==> src/hdl/olpsd_pkg.sv <==
// Shared constants, codes and types for the ordered list core.
package olpsd_pkg;

   // Store size and derived widths
   localparam int CAPACITY = 16;
   localparam int COUNT_W  = $clog2(CAPACITY + 1);
   localparam int DATA_W   = 32;

   // Result field widths
   localparam int RSP_POS_W   = 4;
   localparam int RSP_COUNT_W = 5;

   // Operation codes
   localparam logic [1:0] ACT_INSERT = 2'd0;
   localparam logic [1:0] ACT_SEARCH = 2'd1;
   localparam logic [1:0] ACT_DELETE = 2'd2;

   // Status codes
   localparam logic [1:0] ST_OK        = 2'd0;
   localparam logic [1:0] ST_FULL      = 2'd1;
   localparam logic [1:0] ST_EMPTY     = 2'd2;
   localparam logic [1:0] ST_NOT_FOUND = 2'd3;

   // Control broadcast to every cell of the row
   typedef struct packed {
      logic              insert;
      logic              remove;
      logic [DATA_W-1:0] value;
   } cell_ctrl_type;

endpackage

==> src/hdl/olpsd_cell.sv <==
// One entry of the ordered list: holds a value, compares it and shifts with its neighbours.
module olpsd_cell (
   input  logic                          clock,
   input  olpsd_pkg::cell_ctrl_type      ctrl,
   input  logic                          occupied,
   input  logic [olpsd_pkg::DATA_W-1:0]  prev_data,
   input  logic [olpsd_pkg::DATA_W-1:0]  next_data,
   input  logic                          hit_in,
   output logic [olpsd_pkg::DATA_W-1:0]  data,
   output logic                          first,
   output logic                          hit_out
);
   import olpsd_pkg::*;

   logic [DATA_W-1:0] data_ff;
   logic [DATA_W-1:0] data_in;
   logic              match;

   // Compare the held entry against the broadcast value
   assign match   = occupied && (data_ff == ctrl.value);
   assign first   = match && !hit_in;
   assign hit_out = hit_in || match;
   assign data    = data_ff;

   // Shift back on insert, pull forward from the first match onward on delete
   always_comb begin
      data_in = data_ff;
      if (ctrl.insert) begin
         data_in = prev_data;
      end else if (ctrl.remove && hit_out) begin
         data_in = next_data;
      end
   end

   always_ff @(posedge clock) begin
      data_ff <= data_in;
   end

endmodule

==> src/hdl/ordered_list_push_search_delete_core.sv <==
// Top level of the ordered list core: command handshake, count and the row of entry cells.
//
//   channel   ports                                          direction  handshake
//   request   start, busy, req_action, req_value             in         start && !busy
//   result    rsp_strobe, rsp_status, rsp_found,             out        rsp_strobe, one cycle
//             rsp_position, rsp_count
//
// An item is taken when start is high and busy is low. Busy is then high for the execute
// state, in which every cell compares its entry with the value, the first-match chain
// runs down the row and the shift is applied; the result strobes in the cycle after.
// A new item may be taken in the same cycle as the result strobe, so one item per two
// cycles. Reset empties the list at once; the receiver cannot stall the result.
module ordered_list_push_search_delete_core (
   input  logic                                 clock,
   input  logic                                 reset,
   input  logic                                 start,
   output logic                                 busy,
   input  logic [1:0]                           req_action,
   input  logic signed [olpsd_pkg::DATA_W-1:0]  req_value,
   output logic                                 rsp_strobe,
   output logic [1:0]                           rsp_status,
   output logic                                 rsp_found,
   output logic [olpsd_pkg::RSP_POS_W-1:0]      rsp_position,
   output logic [olpsd_pkg::RSP_COUNT_W-1:0]    rsp_count
);
   import olpsd_pkg::*;

   localparam logic S_IDLE = 1'b0;
   localparam logic S_EXEC = 1'b1;

   logic                   state_ff;
   logic                   state_in;
   logic [1:0]             action_ff;
   logic [DATA_W-1:0]      value_ff;
   logic [COUNT_W-1:0]     count_ff;
   logic [COUNT_W-1:0]     count_in;
   logic                   strobe_ff;
   logic [1:0]             status_ff;
   logic [1:0]             status_in;
   logic                   found_ff;
   logic                   found_in;
   logic [RSP_POS_W-1:0]   position_ff;
   logic [RSP_POS_W-1:0]   position_in;

   cell_ctrl_type          ctrl;
   logic [DATA_W-1:0]      cell_data [CAPACITY];
   logic [CAPACITY-1:0]    occupied;
   logic [CAPACITY-1:0]    first;
   logic [CAPACITY:0]      hit;
   logic                   accept;
   logic                   exec;
   logic                   is_full;
   logic                   is_empty;
   logic                   any_hit;
   logic [RSP_POS_W-1:0]   hit_pos;

   assign accept   = start && (state_ff == S_IDLE);
   assign exec     = (state_ff == S_EXEC);
   assign busy     = exec;
   assign is_full  = (count_ff >= COUNT_W'(CAPACITY));
   assign is_empty = (count_ff == '0);
   assign any_hit  = hit[CAPACITY];

   // Drive the row
   assign ctrl.value  = value_ff;
   assign ctrl.insert = exec && (action_ff == ACT_INSERT) && !is_full;
   assign ctrl.remove = exec && (action_ff == ACT_DELETE) && any_hit;
   assign hit[0]      = 1'b0;

   for (genvar i = 0; i < CAPACITY; i++) begin : g_cell
      logic [DATA_W-1:0] prev_data;
      logic [DATA_W-1:0] next_data;

      assign occupied[i] = (COUNT_W'(i) < count_ff);
      if (i == 0) begin : g_front
         assign prev_data = value_ff;
      end else begin : g_prev
         assign prev_data = cell_data[i-1];
      end
      if (i == CAPACITY - 1) begin : g_back
         assign next_data = cell_data[i];
      end else begin : g_next
         assign next_data = cell_data[i+1];
      end

      olpsd_cell u_cell (
         .clock     (clock),
         .ctrl      (ctrl),
         .occupied  (occupied[i]),
         .prev_data (prev_data),
         .next_data (next_data),
         .hit_in    (hit[i]),
         .data      (cell_data[i]),
         .first     (first[i]),
         .hit_out   (hit[i+1])
      );
   end

   // Encode the position of the single first-match cell
   always_comb begin
      hit_pos = '0;
      for (int i = 0; i < CAPACITY; i++) begin
         if (first[i]) begin
            hit_pos = hit_pos | RSP_POS_W'(i);
         end
      end
   end

   // Form the result and the new count
   always_comb begin
      status_in   = ST_OK;
      found_in    = 1'b0;
      position_in = '0;
      count_in    = count_ff;
      case (action_ff)
         ACT_INSERT: begin
            if (is_full) begin
               status_in = ST_FULL;
            end else begin
               count_in = count_ff + COUNT_W'(1);
            end
         end
         ACT_SEARCH, ACT_DELETE: begin
            if (is_empty) begin
               status_in = ST_EMPTY;
            end else if (!any_hit) begin
               status_in = ST_NOT_FOUND;
            end else begin
               found_in    = 1'b1;
               position_in = hit_pos;
               if (action_ff == ACT_DELETE) begin
                  count_in = count_ff - COUNT_W'(1);
               end
            end
         end
         default: begin
            status_in = ST_OK;
         end
      endcase
   end

   // Advance the sequencer
   always_comb begin
      state_in = state_ff;
      case (state_ff)
         S_IDLE: begin
            if (start) begin
               state_in = S_EXEC;
            end
         end
         S_EXEC: begin
            state_in = S_IDLE;
         end
         default: begin
            state_in = S_IDLE;
         end
      endcase
   end

   // Control registers
   always_ff @(posedge clock) begin
      if (reset) begin
         state_ff  <= S_IDLE;
         count_ff  <= '0;
         strobe_ff <= 1'b0;
      end else begin
         state_ff  <= state_in;
         strobe_ff <= exec;
         if (exec) begin
            count_ff <= count_in;
         end
      end
   end

   // Hold the accepted item and the result
   always_ff @(posedge clock) begin
      if (accept) begin
         action_ff <= req_action;
         value_ff  <= req_value;
      end
      if (exec) begin
         status_ff   <= status_in;
         found_ff    <= found_in;
         position_ff <= position_in;
      end
   end

   assign rsp_strobe   = strobe_ff;
   assign rsp_status   = status_ff;
   assign rsp_found    = found_ff;
   assign rsp_position = position_ff;
   assign rsp_count    = RSP_COUNT_W'(count_ff);

endmodule

==> config.mk <==
export PLATFORM = sky130hd
export DESIGN_NAME = ordered_list_push_search_delete_core
export DESIGN_NICKNAME = d
export VERILOG_FILES = /design/src/hdl/olpsd_pkg.sv /design/src/hdl/olpsd_cell.sv /design/src/hdl/ordered_list_push_search_delete_core.sv
export SDC_FILE = /design/constraint.sdc
export NUM_CORES = 1
export LEC_CHECK = 0
export CELL_PAD_IN_SITES_DETAIL_PLACEMENT = 1
export CELL_PAD_IN_SITES_GLOBAL_PLACEMENT = 1
export CORE_ASPECT_RATIO = 0.8
export CORE_MARGIN = 2
export CORE_UTILIZATION = 45
export CTS_BUF_LIST = sky130_fd_sc_hd__clkbuf_16
export DETAILED_ROUTE_END_ITERATION = 6
export DONT_BUFFER_PORTS = 1
export PLACE_DENSITY_LB_ADDON = 0.1
export REMOVE_ABC_BUFFERS = 1
export SYNTH_ARGS = -nofsm -noshare
export SYNTH_HDL_FRONTEND = slang
export SYNTH_HIERARCHICAL = 1
export SYNTH_SLANG_ARGS = --single-unit
export TNS_END_PERCENT = 30
==> constraint.sdc <==
create_clock -name clock -period 6.6 [get_ports clock]
set_clock_uncertainty 0.15 [all_clocks]
set_input_delay 1.98 -clock clock [delete_from_list [all_inputs] [get_ports clock]]
set_output_delay 1.98 -clock clock [all_outputs]
set_load 0.005 [all_outputs]
# Word-level counts from Yosys, hierarchy flattened
# Index checks and enable logic that the tools add are counted.
dict set report word_totals {
  input_bits 37
  ff_bits 560
}
dict set report classes {
  n_bitwise 3
  mux 57
  reduce_logical 104
  order_cmp 17
  add_sub_neg 2
  n_eq_ne 22
}
# operator count
set op_table {}
lappend op_table {{$mux 32} 30}
lappend op_table {{$eq 32x32->1} 16}
lappend op_table {{$logic_and 1x1->1} 51}
lappend op_table {{$lt 4x5->1 const A} 8}
lappend op_table {{$mux 4} 8}
lappend op_table {{$reduce_bool 2->1} 16}
lappend op_table {{$lt 3x5->1 const A} 4}
lappend op_table {{$mux 5} 4}
lappend op_table {{$logic_not 1->1} 16}
lappend op_table {{$logic_or 1x1->1} 15}
lappend op_table {{$mux 3} 4}
lappend op_table {{$lt 1x5->1 const A} 2}
lappend op_table {{$lt 2x5->1 const A} 2}
lappend op_table {{$pmux 5 s2} 1}
lappend op_table {{$mux 2} 4}
lappend op_table {{$ne 2x2->1 const B} 4}
lappend op_table {{$reduce_and 6->1} 1}
lappend op_table {{$add 5x1->5 const B} 1}
lappend op_table {{$ge 5x5->1 const B} 1}
lappend op_table {{$logic_not 5->1} 1}
lappend op_table {{$sub 5x1->5 const B} 1}
lappend op_table {{$mux 1} 4}
lappend op_table {{$pmux 2 s2} 1}
lappend op_table {{$reduce_or 2->1} 2}
lappend op_table {{other kinds (6)} 8}

# Depth between registers and ports, before layout
dict set report logic_depth {
  word_depth 21
  ltp_mapped 26
  ltp_nobuf 25
}

# Cells and area by module
# The synthesis kept the hierarchy.
# mod area_each_um2 cells_per_inst n_inst
set by_module_without_submodules {}
lappend by_module_without_submodules {olpsd_cell 1765.4 123 16}
lappend by_module_without_submodules {ordered_list_push_search_delete_core 1988.2 140 1}

# Worst setup path before layout
# OpenSTA, ideal clock, no wires.
dict set report synth_timing {
  kind {register -> register}
  from {register value_ff[15], in the netlist g_cell[0].prev_data[15]}
  to {register g_cell[0].u_cell.data_ff[0], enable pin}
  t_arrival_ns 6.440
  setup_ns 0.425
  required_ns 6.025
  stages_incl_launch_ff 23
  synth_period_minus_slack_ns 7.015
  setup_slack_ns -0.415
  cell_sequence {edfxtp_1 > o2111ai_1 > nor4_1 > nand4_1 > nand2b_1 > nand2b_1 > nand2b_1 > nand2b_1 > nand2b_1 > nand2b_1 > nand2b_1 > nand2b_1 > nand2b_1 > nand2b_1 > nand2b_1 > nand2b_1 > nand2b_1 > nand2b_1 > nand2b_1 > nand2b_1 > and3_1 > inv_1 > o21ai_1}
}
# item line
set synth_rtl {}
lappend synth_rtl {{start, declared} ordered_list_push_search_delete_core.sv:34} ;# logic [DATA_W-1:0] value_ff;
lappend synth_rtl {{start signal, assigned} ordered_list_push_search_delete_core.sv:179} ;# value_ff <= req_value;
lappend synth_rtl {{end signal, assigned} olpsd_cell.sv:36} ;# data_ff <= data_in;
lappend synth_rtl {{end, declared} olpsd_cell.sv:15} ;# logic [DATA_W-1:0] data_ff;

==> results.yml <==
finish:
  fin_cells: 3097
  nets: 2231
  layout_common_cells: "edfxtp_1, mux2_2, xnor2_1"
  layout_commonest_cell: "edfxtp_1"
  drive_gt1_frac: 0.3348
  area_delta_synth_final_pct: 13.00
min_path:
  holdCritPathClass: "register to register"
  min_from: "rsp_count[1]$_SDFFE_PP0P_"
  holdPathStages: 2
grt:
  grtUsageTotal: 0.2471
  grt_pass1_vias: 18740
  grt_max_degree: 186
  grt-ovfl-total: 0
  grt_first_pass_wirelength_um: 127600
  antenna_found_initial: 9
clocking:
  ctsHoldBuffers: 0
  clk_latency_ns: 0.63
  cts_root_buf: "clkbuf_16"
  cts_sinks: 560
  clk_pin_slew_ns: 0.06
  cts_tree: "yes"
  clockBufferDepth: 3
  h-tree-depth: 2
  cts_buffers: 60
critical_path:
  slowest_delay_ns: 0.61
  critPathBufInv: 4
  cpMostUsedCell: "nand2b_1"
  worstSetupEndpointType: "register"
  crit_chain: "buf_4, xnor2_1, nand4_1, nor3_1, nand4_1, nand2b_1, nand2b_1, nand2b_1, nand2b_1, nand2b_1, nand2b_1, nand2b_1, nand2b_1, nand2b_1, nand2b_1, nand2b_1, nand2b_1, nand2b_1, nand2b_1, and3_1, buf_12, inv_1, o21ai_4, buf_4"
  r2r_cells: 24
  slowest_stage: "nor3_1"
  worstSetupPathDepth: 24
  path_class: "register to register"
  reg2reg_from: "g_cell[0].prev_data[30]$_DFFE_PP_"
  crit_path_max_fanout: 32
  required_ns: 6.78
  crit_path_start: "g_cell[0].prev_data[30]$_DFFE_PP_"
  worst_setup_path_start_kind: "register"
  cpLargestDelayFamily: "simple AND/OR/NAND/NOR gates"
  cp.arrival_ns: 6.27
power:
  ir_drop_v: 0.0001703
  power_density_nw_per_um2: 234.0
  report.power.total_w: 0.007990
  leakage_nw: 8.135
floorplan:
  core_area_um2: 66110
  rows: 84
  dieHeight_um: 235.8
  ios: 51
  die-area_um2: 69250
  start_util: 0.4571
  fp.dieW_um: 293.7
yosys:
  synthCells: 2104
  synth_warnings: 6
  synthesis.area_um2: 30220
  syn_avg_cell_area_um2: 14.36
sta:
  tightest_slew_ns: 1.201
  hold_viol: 0
  rsz0062_at_grt: "false"
  hold_slack_ns: 0.3791
  fmax_mhz: 164.2
  fin_crit_ns: 6.089
  tns_ns: 0
  setup_violations: 0
  post-route-period-util: 0.9226
  slew_violations: 0
  slew_headroom: 0.1993
placement:
  dp_hpwl_um: 64170
  dpl.cell_count: 2985
  gp_congestion: 0.8760
  port_buffers: 0
flow_run:
  max_cap_viol_count: 0
detailed_routing:
  ant_nets: 0
  routed_wl_um: 85630
  wire_per_inst_um: 27.65
  via_per_inst: 5.818
  num_vias: 18020
  dr.pass1.iters: 5
  drt_iter0_drc: 1494
  drc: 0
outcome:
  status: "finished, final reports clean"
-- per-layer routing --
metal	up-vias	track usage	routed length [µm]
li1	8094	-	-
met5	-	0	28
met1	9390	0.3895	42950
met2	429	0.3468	35430
met3	98	0.04598	5366
met4	6	0.05999	1859
-- final cells by class --
| class | instances | area [µm²] |
|---|---|---|
| Sequential cell | 560 | 16750 |
| Clock buffer | 61 | 1526 |
| Clock inverter | 48 | 516.7 |
| Fill cell | 6326 | 31960 |
| Tap cell | 860 | 1076 |
| Timing Repair Buffer | 90 | 950.9 |
| Antenna cell | 3 | 7.507 |
| Inverter | 55 | 206.4 |
| Multi-Input combinational cell | 1420 | 13120 |
-- sequential cells by signal, indices dropped and copies added (netlist names) --
signal	count
g_cell.u_cell/data	512
rsp_found	1
g_cell.prev_data	32
action_ff	2
rsp_status	2
busy	1
rsp_position	4
rsp_count	5
rsp_strobe	1
-- stage by stage --
stage                     utilization  worst slack [ns]  instance area, µm²
final                          0.5165            0.5108               34150
after global routing           0.5164            0.1882               34140
after CTS                      0.5163            0.4431               34130
after detailed placement       0.4854            0.4788               32090
after global placement         0.4854            0.5548               32090
after floorplan                     -            -18.53               29870
-- worst register-to-register path: stages, from the launching register on --
cell,delay [ns]
edfxtp_1,0.46
buf_4,0.26
xnor2_1,0.20
nand4_1,0.38
nor3_1,0.62
nand4_1,0.27
nand2b_1,0.22
nand2b_1,0.17
nand2b_1,0.17
nand2b_1,0.18
nand2b_1,0.17
nand2b_1,0.19
nand2b_1,0.18
nand2b_1,0.19
nand2b_1,0.17
nand2b_1,0.18
nand2b_1,0.18
nand2b_1,0.17
nand2b_1,0.16
nand2b_1,0.14
and3_1,0.21
buf_12,0.19
inv_1,0.09
o21ai_4,0.26
buf_4,0.23
-- timing repair --
| item | 4_1_cts | 5_1_grt |
|---|---|---|
| resized for setup | 0 | 1 |
| setup endpoints to repair | 0 | 512 |
| setup buffers | 0 | 0 |
-- worst paths after layout --
kind	end	slack (ns)
hold / removal	rsp_count[1]$_SDFFE_PP0P_	0.38
setup reg to reg	g_cell[15].u_cell/data[28]$_DFFE_PP_	0.51
hold reg to reg	rsp_count[1]$_SDFFE_PP0P_	0.38
setup / recovery	g_cell[15].u_cell/data[28]$_DFFE_PP_	0.51
-- where the power goes --
group | switching [W] | total, W | internal [W]
clock network | 0.00143 | 0.00356 | 0.00213
logic | 0.000312 | 0.000506 | 0.000195
registers | 0.0000250 | 0.00392 | 0.00390
total | 0.00177 | 0.00799 | 0.00622
No activity file was read; power rests on OpenSTA's default activity.
